**src/hdl/srect_pkg.sv**
```systemverilog
// shared constants and types for the segment/rectangle intersection core
package srect_pkg;

    localparam int COORD_BITS_DEF = 16;
    localparam int FRAC_BITS_DEF  = 8;
    localparam int TOL_BITS       = 8;
    localparam logic [TOL_BITS-1:0] TOL_RESET = 8'd3;

    localparam int NUM_EDGES   = 4;
    localparam int EDGE_TOP    = 0;
    localparam int EDGE_RIGHT  = 1;
    localparam int EDGE_BOTTOM = 2;
    localparam int EDGE_LEFT   = 3;

    // control bits that travel with each word
    typedef struct packed {
        logic vld;
        logic wnz;
        logic hnz;
    } t_ctl;

endpackage

```
**src/hdl/srect_div.sv**
```systemverilog
// pipelined restoring divider, one quotient bit per stage
module srect_div #(
    parameter int CW = srect_pkg::COORD_BITS_DEF,
    parameter int FW = srect_pkg::FRAC_BITS_DEF
) (
    input  logic                  i_clk,
    input  logic [2*CW+FW+2:0]    i_amag,
    input  logic [CW:0]           i_dmag,
    output logic [CW+FW:0]        o_quo,
    output logic                  o_ovf
);
    localparam int AW = 2 * CW + FW + 3;
    localparam int QW = CW + FW + 1;
    localparam int RW = CW + 2;
    localparam int EW = CW + 1;

    logic [RW-1:0] r_rem [0:QW];
    logic [QW-1:0] r_quo [0:QW];
    logic [EW-1:0] r_d   [0:QW];
    logic          r_ovf [0:QW];

    logic [RW-1:0] n_rem0;
    logic [RW:0]   n_trial [1:QW];
    logic          n_ge    [1:QW];
    logic [RW-1:0] n_rem   [1:QW];

    // quotient too wide (or zero divisor) shows as high part >= divisor
    assign n_rem0 = i_amag[AW-1:QW];

    always_comb begin
        for (int s = 1; s <= QW; s++) begin
            n_trial[s] = {r_rem[s-1], r_quo[s-1][QW-1]};
            n_ge[s]    = n_trial[s] >= (RW+1)'(r_d[s-1]);
            n_rem[s]   = n_ge[s] ? RW'(n_trial[s] - (RW+1)'(r_d[s-1])) : RW'(n_trial[s]);
        end
    end

    always_ff @(posedge i_clk) begin
        r_rem[0] <= n_rem0;
        r_quo[0] <= i_amag[QW-1:0];
        r_d[0]   <= i_dmag;
        r_ovf[0] <= n_rem0 >= RW'(i_dmag);
        for (int s = 1; s <= QW; s++) begin
            r_rem[s] <= n_rem[s];
            r_quo[s] <= {r_quo[s-1][QW-2:0], n_ge[s]};
            r_d[s]   <= r_d[s-1];
            r_ovf[s] <= r_ovf[s-1];
        end
    end

    assign o_quo = r_quo[QW];
    assign o_ovf = r_ovf[QW];

endmodule

```
**config.mk**
```make
export PLATFORM = sky130hd
export DESIGN_NAME = srect_div
export DESIGN_NICKNAME = d
export VERILOG_FILES = /design/src/hdl/srect_pkg.sv /design/src/hdl/srect_div.sv
export SDC_FILE = /design/constraint.sdc
export NUM_CORES = 2
export LEC_CHECK = 0
export BUFFER_PORTS_ARGS = -buffer_cell sky130_fd_sc_hd__buf_2
export CAP_MARGIN = 20
export CORE_MARGIN = 8
export CORE_UTILIZATION = 57
export DETAILED_ROUTE_END_ITERATION = 10
export PLACE_DENSITY_LB_ADDON = 0.08
export SLEW_MARGIN = 0
export SYNTH_ARGS = -nofsm -noshare
export SYNTH_HDL_FRONTEND = slang
export SYNTH_SLANG_ARGS = --single-unit
```
**constraint.sdc**
```tcl
create_clock -name i_clk -period 3.7 [get_ports i_clk]
set_input_delay 0.74 -clock i_clk [delete_from_list [all_inputs] [get_ports i_clk]]
set_output_delay 0.74 -clock i_clk [all_outputs]
set_load 0.05 [all_outputs]
```
==> impl_metrics.env <==
export IMPL_grt_pass1_wl_mm=180
export IMPL_p_leak_nw=29.4
export IMPL_cp_arrival_ns=3.72
export IMPL_grt_pass1_vias=36404
export IMPL_comb_power_share_pct=38.6
export IMPL_drtPass1Iterations=5
export IMPL_relSlewSlack_pct=18.8
export IMPL_first_iter_violations=2082
export IMPL_pwr_share_clk_pct=24.5
export IMPL_ys_flop_type="dfxtp_1"
export IMPL_post_cts_resized=0
export IMPL_cts_htree_levels=4
export IMPL_synthTopCellsByArea="dfxtp_1, ha_1, inv_1"
export IMPL_grt_overflow=0
export IMPL_clock_path_buffers=3
export IMPL_initial_utilization_pct=57.4
export IMPL_worst_path_max_fanout=14
export IMPL_synth_enable_flop_cells=0
export IMPL_worst_pin_slew_ns=1.22
export IMPL_die_area_um2=111000
export IMPL_wl_per_cell_um=15.6
export IMPL_final_hold_viol_count=0
export IMPL_post_cts_repair_setup_buffers=0
export IMPL_yosysSeqAreaShare_pct=54.1
export IMPL_ys_ff_latch=1551
export IMPL_reg2reg_slack_ns=0.61
export IMPL_synth_warnings=0
export IMPL_ys_types=90
export IMPL_numCtsBuffers=153
export IMPL_min_path_type="primary input to flop"
export IMPL_critical_path_slowest_cell="o21a_1"
export IMPL_power_internal_mw=42.2
export IMPL_drive_gt1_share_pct=10.3
export IMPL_cp_slowest_stage_delay_ns=0.46
export IMPL_synth_top_cell_by_area="dfxtp_1"
export IMPL_rsz0062_at_grt="no"
export IMPL_switching_share_pct=34.4
export IMPL_cap_violations=0
export IMPL_synth_cells=5456
export IMPL_required_ns=4.33
export IMPL_fin_skew_ns=0.0298
export IMPL_netlist_area_um2=57400
export IMPL_p_seq_share_pct=37.0
export IMPL_synth_fp_nets=5983
export IMPL_viasPerCell=5.28
export IMPL_antenna_found_initial=4
export IMPL_cts_tree="done"
export IMPL_hpwl_mm=82.3
export IMPL_crit_family="compound AO/OA/AOI/OAI gates"
export IMPL_max_freq_mhz=324
export IMPL_critPathKind="flop to flop"
export IMPL_path_cells="inv_1 > ha_1 > a21oi_1 > o21ai_0 > a41oi_1 > nand3_1 > a31oi_1 > o21a_1 > buf_4 > nor2_1 > mux2_2"
export IMPL_period_share_pct=83.5
export IMPL_grt_max_degree=33
export IMPL_slew_viol_final=0
export IMPL_ant_nets=0
export IMPL_status="completed"
export IMPL_p_switching_mw=22.1
export IMPL_io_buffers=86
export IMPL_clkSlewWorstSetupHoldPaths_ns=0.06
export IMPL_cts_root_buf="clkbuf_16"
export IMPL_power_mw=64.2
export IMPL_setup_tns_ns=0
export IMPL_grt_use_total_pct=19.4
export IMPL_die_w_um=333
export IMPL_async_flop_share_pct=0
export IMPL_finalSetupViolations=0
export IMPL_core_area_um2=100000
export IMPL_gp_congestion=0.865
export IMPL_syn_to_final_growth_pct=12.4
export IMPL_wirelength_mm=110
export IMPL_drcViolationCount=0
export IMPL_cp_end_kind="flop"
export IMPL_nets=6154
export IMPL_vias=37266
export IMPL_path_buf_inv=2
export IMPL_cts_sinks=1551
export IMPL_ir_drop_uv=569
export IMPL_power_density_nw_per_um2=996
export IMPL_die_height_um=333
export IMPL_clock_latency_ns=0.76
export IMPL_yosysTopAreaCellShare_pct=54.1
export IMPL_worstSetupStartpointType="flop"
export IMPL_avgSynthCellArea_um2=10.5
export IMPL_fin_crit_ns=3.09
export IMPL_cts_hold_buf=0
export IMPL_fp_row_count=116
export IMPL_io_pin_count=87
==> state kept, by name, indices dropped and copies added, names as in the netlist <==
signal	flops
r_quo	650
r_d	425
r_rem	450
r_ovf	26
==> cells by family after synthesis <==
logic type | synth area share [%]
flip-flops | 54.1
XOR/XNOR | 4.66
multiplexers | 4.12
adder cells (fa/ha/maj) | 10.5
buffers and inverters | 4.52
AO/OA/AOI/OAI | 13.8
AND/OR/NAND/NOR | 8.26
==> cell type report <==
| type | count | area (µm²) |
|---|---|---|
| timing repair buffer | 113 | 646 |
| fill | 7993 | 35500 |
| sequential | 1551 | 31000 |
| multi-input combinational | 3253 | 23800 |
| antenna | 1 | 2.50 |
| tap | 1298 | 1620 |
| inverter | 555 | 2090 |
| clock buffer | 217 | 4400 |
| clock inverter | 67 | 877 |
==> path summary, 6_finish.rpt <==
kind / endpoint / from / cells past startpoint
hold / removal: r_quo[0][23]$_DFF_P_ / i_amag[23] / 1
hold reg to reg: r_quo[0][380]$_DFF_P_ / r_quo[0][354]$_DFF_P_ / 0
setup reg to reg: r_rem[0][71]$_DFF_P_ / r_d[0][44]$_DFF_P_ / 11
setup / recovery: r_rem[0][71]$_DFF_P_ / r_d[0][44]$_DFF_P_ / 11
==> power by group through the flow <==
stage / logic, mW / clock network [mW] / registers (mW)
after global placement: 24.2 / 0 / 24.2
final: 24.8 / 15.7 / 23.7
after global routing: 27.7 / 16.9 / 24.2
after CTS: 24.7 / 16.2 / 23.8
after detailed placement: 24.5 / 0 / 24.1
after floorplan: 20.1 / 0 / 23.0
==> synthesized netlist by cell type, types with 40 or more instances <==
cell      count
xor2_1      128
nor3_1       57
nand2b_1     67
dfxtp_1    1551
ha_1        442
nor2_1      288
o21bai_1     40
nor2b_1      51
nand2_1     306
nand3_1      89
a21oi_1     400
o21a_1       49
o21ai_0     288
a31oi_1      64
inv_1       552
a21o_1      163
mux2_2      164
xnor2_1     177
clkbuf_1     42
==> stage by stage <==
| stage | std cells | instance area [µm²] | hold WS (ns) | util [%] | setup slack, ns |
|---|---|---|---|---|---|
| after floorplan | 5456 | 57400 | 0.310 | - | 0.962 |
| after global placement | 6770 | 59200 | 0.310 | 59.2 | 0.751 |
| after detailed placement | 6770 | 59200 | 0.312 | 59.2 | 0.679 |
| after CTS | 7054 | 64500 | 0.0333 | 64.5 | 0.637 |
| after global routing | 7055 | 64500 | 0.0438 | 64.5 | 0.335 |
| final | 7055 | 64500 | 0.0898 | 64.5 | 0.612 |
==> layout by cell type, fill, tap and decap left out, drive strengths merged, types with 15 or more instances in the layout <==
| master | instances |
|---|---|
| a31o | 21 |
| nor4 | 15 |
| a21o | 163 |
| a31oi | 65 |
| a21oi | 402 |
| o211ai | 15 |
| nand2b | 67 |
| inv | 563 |
| nand3 | 89 |
| o31ai | 27 |
| nand4 | 36 |
| and3 | 36 |
| a211oi | 36 |
| o21a | 50 |
| clkinv | 32 |
| nor2b | 51 |
| fa | 24 |
| nor2 | 288 |
| a21boi | 15 |
| nand2 | 307 |
| o21bai | 40 |
| clkbuf | 217 |
| nor3 | 57 |
| xor2 | 128 |
| buf | 113 |
| dfxtp | 1551 |
| ha | 442 |
| xnor2 | 177 |
| mux2 | 195 |
| o21ai | 294 |
==> metal layers <==
layer  GRT usage (%)  vias to the layer above  wire length (µm)
met5               0                        -                 0
met4            6.19                        0              2850
met3            3.19                      216              4130
met2            34.9                      686             54600
met1            23.6                    17306             48300
li1                -                    19058                 -
No activity file was read; power rests on OpenSTA's default activity.
