$ cat config.mk
export PLATFORM = sky130hd
export DESIGN_NAME = srect_check
export DESIGN_NICKNAME = d
export VERILOG_FILES = /design/src/hdl/srect_pkg.sv /design/src/hdl/srect_check.sv
export SDC_FILE = /design/constraint.sdc
export NUM_CORES = 1
export LEC_CHECK = 0
export BUFFER_PORTS_ARGS = -buffer_cell sky130_fd_sc_hd__buf_2
export CORE_ASPECT_RATIO = 2
export CORE_UTILIZATION = 53
export CTS_BUF_LIST = sky130_fd_sc_hd__clkbuf_2 sky130_fd_sc_hd__clkbuf_4 sky130_fd_sc_hd__clkbuf_8
export CTS_CLUSTER_SIZE = 40
export DETAILED_ROUTE_END_ITERATION = 10
export PLACE_DENSITY_LB_ADDON = 0.1
export SKIP_CTS_REPAIR_TIMING = 1
export SYNTH_ARGS = -nofsm -noshare
export SYNTH_HDL_FRONTEND = slang
export SYNTH_SLANG_ARGS = --single-unit
$ cat constraint.sdc
create_clock -name i_clk -period 2.7 [get_ports i_clk]
set_input_delay 0.135 -clock i_clk [delete_from_list [all_inputs] [get_ports i_clk]]
set_output_delay 0.135 -clock i_clk [all_outputs]
set_load 0.01 [all_outputs]
$ cat src/hdl/srect_pkg.sv
// shared constants and types for the segment/rectangle intersection core
package srect_pkg;

    localparam int COORD_BITS_DEF = 16;
    localparam int FRAC_BITS_DEF  = 8;
    localparam int TOL_BITS       = 8;
    localparam logic [TOL_BITS-1:0] TOL_RESET = 8'd3;

    localparam int NUM_EDGES   = 4;
    localparam int EDGE_TOP    = 0;
    localparam int EDGE_RIGHT  = 1;
    localparam int EDGE_BOTTOM = 2;
    localparam int EDGE_LEFT   = 3;

    // control bits that travel with each word
    typedef struct packed {
        logic vld;
        logic wnz;
        logic hnz;
    } t_ctl;

endpackage

$ cat src/hdl/srect_check.sv
// per-edge sign fix, box bounds and hit decision, two stages
module srect_check #(
    parameter int CW = srect_pkg::COORD_BITS_DEF,
    parameter int FW = srect_pkg::FRAC_BITS_DEF,
    parameter int TW = srect_pkg::TOL_BITS
) (
    input  logic                   i_clk,
    input  logic                   i_en,
    input  logic                   i_ovf,
    input  logic                   i_neg,
    input  logic        [CW+FW:0]  i_qmag,
    input  logic signed [CW-1:0]   i_mv_a,
    input  logic signed [CW-1:0]   i_mv_b,
    input  logic signed [CW:0]     i_lo,
    input  logic signed [CW:0]     i_hi,
    input  logic signed [CW-1:0]   i_fx_a,
    input  logic signed [CW-1:0]   i_fx_b,
    input  logic signed [CW:0]     i_c,
    input  logic        [TW-1:0]   i_tol,
    output logic                   o_hit,
    output logic signed [CW+FW:0]  o_mov,
    output logic signed [CW+FW:0]  o_fix
);
    localparam int QW = CW + FW + 1;
    localparam int XW = CW + FW + 4;

    logic signed [XW-1:0] n_qe, n_tol, n_mmn, n_mmx, n_fmn, n_fmx;
    logic signed [XW-1:0] r_q, r_mlo, r_mhi, r_elo, r_ehi, r_flo, r_fhi, r_cf;
    logic                 r_ok;
    logic                 n_hit;

    always_comb begin
        n_qe  = XW'(i_qmag);
        n_tol = XW'(i_tol);
        n_mmn = (i_mv_a < i_mv_b) ? XW'(i_mv_a) : XW'(i_mv_b);
        n_mmx = (i_mv_a < i_mv_b) ? XW'(i_mv_b) : XW'(i_mv_a);
        n_fmn = (i_fx_a < i_fx_b) ? XW'(i_fx_a) : XW'(i_fx_b);
        n_fmx = (i_fx_a < i_fx_b) ? XW'(i_fx_b) : XW'(i_fx_a);
    end

    always_ff @(posedge i_clk) begin
        r_ok  <= i_en & ~i_ovf;
        r_q   <= i_neg ? -n_qe : n_qe;
        r_mlo <= (n_mmn <<< FW) - n_tol;
        r_mhi <= (n_mmx <<< FW) + n_tol;
        r_elo <= (XW'(i_lo) <<< FW) - n_tol;
        r_ehi <= (XW'(i_hi) <<< FW) + n_tol;
        r_flo <= (n_fmn <<< FW) - n_tol;
        r_fhi <= (n_fmx <<< FW) + n_tol;
        r_cf  <= XW'(i_c) <<< FW;
    end

    assign n_hit = r_ok && (r_q >= r_mlo) && (r_q <= r_mhi) && (r_q >= r_elo)
                   && (r_q <= r_ehi) && (r_cf >= r_flo) && (r_cf <= r_fhi);

    always_ff @(posedge i_clk) begin
        o_hit <= n_hit;
        o_mov <= n_hit ? r_q[QW-1:0] : '0;
        o_fix <= n_hit ? r_cf[QW-1:0] : '0;
    end

endmodule

==> impl_metrics.py <==
metrics = {
    "status": {
        "status": "complete, but fails checks",
        "violations": "hold timing, setup timing",
    },
    "yosys": {
        "syn_inst": 1270,
        "async_flop_share_pct": 0,
        "avgSynthCellArea_um2": 9.12,
        "yosys.cell_types.count": 61,
        "yosysWarnings": 0,
        "synth-compound-area-share_pct": 10.2,
        "synthAdderAreaFrac_pct": 17.7,
        "synth_simple_gate_area_share_pct": 17.5,
        "synth-xor-area-share_pct": 7.79,
        "synth_enable_flop_cells": 0,
        "synth.mux.area_fraction_pct": 3.56,
        "ys_ff_latch": 211,
        "ys_seq_area_share_pct": 36.5,
        "synth.cell_area_mm2": 0.0116,
        "synth_top_family_by_area": "adder cells",
        "synth_flop_cell": "dfxtp_1",
    },
    "timing": {
        "worstMarginPinSlew_ns": 0.707,
        "max_freq_ghz": 0.364,
        "worst_slew_margin_rel_pct": 52.4,
        "rsz0062_at_grt": "true",
        "setup_viol_count_final": 4,
        "holdWs_ns": -0.00317,
        "post-route-min-period_ns": 2.75,
        "worst_slack_ns": -0.0457,
        "min_period_over_period_pct": 102,
        "maxSlewViolCount": 0,
        "finClkSkew_ns": 0.0247,
        "hold_violations": 1,
    },
    "placed_design": {
        "place_ws_ns": -0.0442,
        "hpwl_um": 27500,
        "portBuffers": 194,
        "dp.cells": 1773,
        "placed_area_mm2": 0.0134,
        "place_congestion": 0.895,
    },
    "floorplanning": {
        "floorplan.rows": 76,
        "initial_core_util_pct": 53.9,
        "die_h_um": 211,
        "core_area_mm2": 0.0215,
        "die_w_um": 107,
        "ioPinCount": 203,
        "die_area_mm2": 0.0225,
    },
    "cts": {
        "path_clk_slew_ns": 0.06,
        "cts_tree": "built",
        "htreeDepth": 1,
        "cts.root.buffer_cell": "clkbuf_8",
        "cts_buffer_depth": 3,
        "cts_sinks": 211,
        "cts_buffers": 30,
        "clk_latency_ns": 0.60,
    },
    "routing": {
        "avgRoutedWirePerCell_um": 19.3,
        "drt_iter0_drc": 471,
        "finalWirelength_um": 38700,
        "vias_per_cell": 5.59,
        "drc": 0,
        "drtPass1Iterations": 5,
        "num_vias": 11202,
        "ant_nets": 0,
    },
    "setup_path": {
        "slowest_stage": "dlygate4sd3_1",
        "regToRegEndpoint": "o_mov[3]$_SDFF_PN0_",
        "r2r_start": "r_q[19]$_DFF_P_",
        "path_common_cell": "dlygate4sd3_1",
        "crit_chain": "dlygate4sd3_1 > buf_2 > or4_4 > nor4_1 > nand2_1 > o41ai_1 > xnor2_1 > dlygate4sd3_1",
        "end_kind": "flip-flop",
        "path_buf_inv": 3,
        "r2r_cells": 12,
        "start_kind": "primary input",
        "r2r_slack_ns": -0.02,
        "cp.depth": 8,
        "required_ns": 3.18,
        "crit_path_max_fanout": 5,
        "cp.arrival_ns": 3.23,
        "cpLargestDelayFamily": "buffers and inverters",
        "slowest_delay_ns": 0.57,
        "criticalPathCategory": "primary input to flip-flop",
    },
    "hold_path": {
        "worstHoldPathType": "primary input to flip-flop",
        "hold_end": "r_mlo[20]$_DFF_P_",
        "min_path_cells": 3,
        "hold_path_startpoint": "i_mv_a[12]",
    },
    "global_routing": {
        "busiest_layer": "met2",
        "grt_pass1_wl_um": 52000,
        "grt_use_met1_pct": 24.2,
        "overflow": 0,
        "met2_usage_pct": 63.3,
        "grt_pass1_vias": 10510,
        "antenna_found_initial": 0,
        "use_met3_pct": 4.50,
        "grt_max_degree": 35,
        "grtUsageTotal_pct": 30.4,
    },
    "power_and_ir_drop": {
        "irDropWorstVdd_mv": 0.607,
        "p_per_area_mw_per_mm2": 542,
        "power_uw": 8950,
        "leakagePower_uw": 0.00771,
    },
    "final_layout": {
        "synthToLayoutAreaGrowth_pct": 42.5,
        "fin_cells": 2005,
        "post-route-util_pct": 76.8,
        "fin_area_mm2": 0.0165,
        "nets": 2026,
        "drive_gt1_share_pct": 25.9,
    },
    "flow_run": {
        "cap_violations": 0,
    },
}
-- worst max path at each step --
stage / from / end
after floorplan: r_fhi[1]$_DFF_P_ / o_fix[16]$_SDFF_PN0_
after global placement: i_fx_b[1] / r_flo[10]$_DFF_P_
after detailed placement: r_fhi[9]$_DFF_P_ / o_mov[4]$_SDFF_PN0_
after CTS: r_fhi[9]$_DFF_P_ / o_mov[4]$_SDFF_PN0_
after global routing: r_q[1]$_DFF_P_ / o_mov[3]$_SDFF_PN0_
final: i_qmag[7] / r_q[18]$_DFF_P_
-- kinds of logic after synthesis --
| kind of cell | count (synthesis) |
|---|---|
| adders and majority gates | 164 |
| xor gates and xnor gates | 103 |
| buffers and inverters | 200 |
| DFF | 211 |
| and+or+nand+nor | 360 |
| other | 1 |
| muxes | 37 |
| AOI/OAI and AO/OA | 194 |
-- synthesized netlist by cell type, drive strengths merged, types with 3 or more instances --
| cell type | count | area, um^2 |
|---|---|---|
| a211o | 3 | 26.3 |
| a211oi | 5 | 37.5 |
| a21o | 16 | 120 |
| a21oi | 70 | 350 |
| a31oi | 3 | 18.8 |
| and2 | 3 | 18.8 |
| and4 | 6 | 52.6 |
| buf | 12 | 76.3 |
| clkbuf | 27 | 101 |
| dfxtp | 211 | 4220 |
| ha | 164 | 2050 |
| inv | 161 | 604 |
| mux2 | 31 | 349 |
| mux2i | 6 | 63.8 |
| nand2 | 80 | 300 |
| nand2b | 9 | 56.3 |
| nand3 | 17 | 85.1 |
| nand3b | 4 | 30.0 |
| nand4 | 23 | 144 |
| nor2 | 71 | 269 |
| nor2b | 7 | 43.8 |
| nor3 | 40 | 205 |
| nor4 | 28 | 218 |
| nor4b | 44 | 385 |
| o211ai | 4 | 30.0 |
| o21ai | 57 | 285 |
| o22ai | 3 | 18.8 |
| o31ai | 8 | 60.1 |
| o41a | 3 | 33.8 |
| o41ai | 7 | 61.3 |
| or3 | 7 | 48.8 |
| or4 | 15 | 124 |
| xnor2 | 80 | 701 |
| xor2 | 23 | 201 |
-- final cells by class --
class / instances / area (um^2)
Inverter: 161 / 604
Sequential cell: 211 / 4240
Clock inverter: 7 / 139
Clock buffer: 46 / 571
Tap cell: 273 / 342
Fill cell: 1492 / 4980
Multi-Input combinational cell: 866 / 7170
Antenna cell: 1 / 2.50
Timing Repair Buffer: 440 / 3440
-- worst register-to-register path, delay by kind of cell (launching register included) --
kind	cells	cell delay [ns]
buffers and inverters	4	0.63
AND/OR/NAND/NOR	4	0.91
adder cells (fa/ha/maj)	1	0.28
flip-flops	1	0.31
AO/OA/AOI/OAI	3	0.47
-- flip-flops by register name (all words and copies together), names as in the netlist --
name,count
r_mhi,16
o_fix,17
r_cf,17
o_mov,25
o_hit,1
r_ok,1
r_q,28
r_elo,18
r_ehi,17
r_fhi,24
r_flo,27
r_mlo,20
-- placed cells by master, fill, tap and decap left out, types with 23 or more instances in the layout --
master         instances
nor4_1                23
nand4_1               23
mux2_2                31
nor2_1                70
buf_2                194
nor3_1                36
buf_4                 56
dlygate4sd3_1        173
xnor2_1               80
nor4b_2               31
a21oi_1               62
inv_1                160
dfxtp_1              201
nand2_1               80
o21ai_0               42
clkbuf_8              36
xor2_1                23
ha_1                 155
-- metrics by stage --
stage / setup TNS, ns / hold slack [ns]
6_report: -0.0707 / -0.00317
5_1_grt: -2.09 / 0.00577
4_1_cts: -0.477 / -0.381
3_5_place_dp: -0.161 / 0.239
3_3_place_gp: 0 / 0.237
2_1_floorplan: 0 / 0.163
-- where the power goes --
group          leakage, uW  internal [uW]  switching (uW)  total, uW
clock network     0.000374           1730            1230       2950
logic              0.00557           1180            1300       2490
registers          0.00176           3380             135       3510
-- per-layer routing --
layer	vias up	share of wire, %
li1	5321	-
met1	5280	31
met2	407	57
met3	194	4.2
met4	0	8.7
met5	-	0
Note: power is estimated with default switching activity, not from simulation.
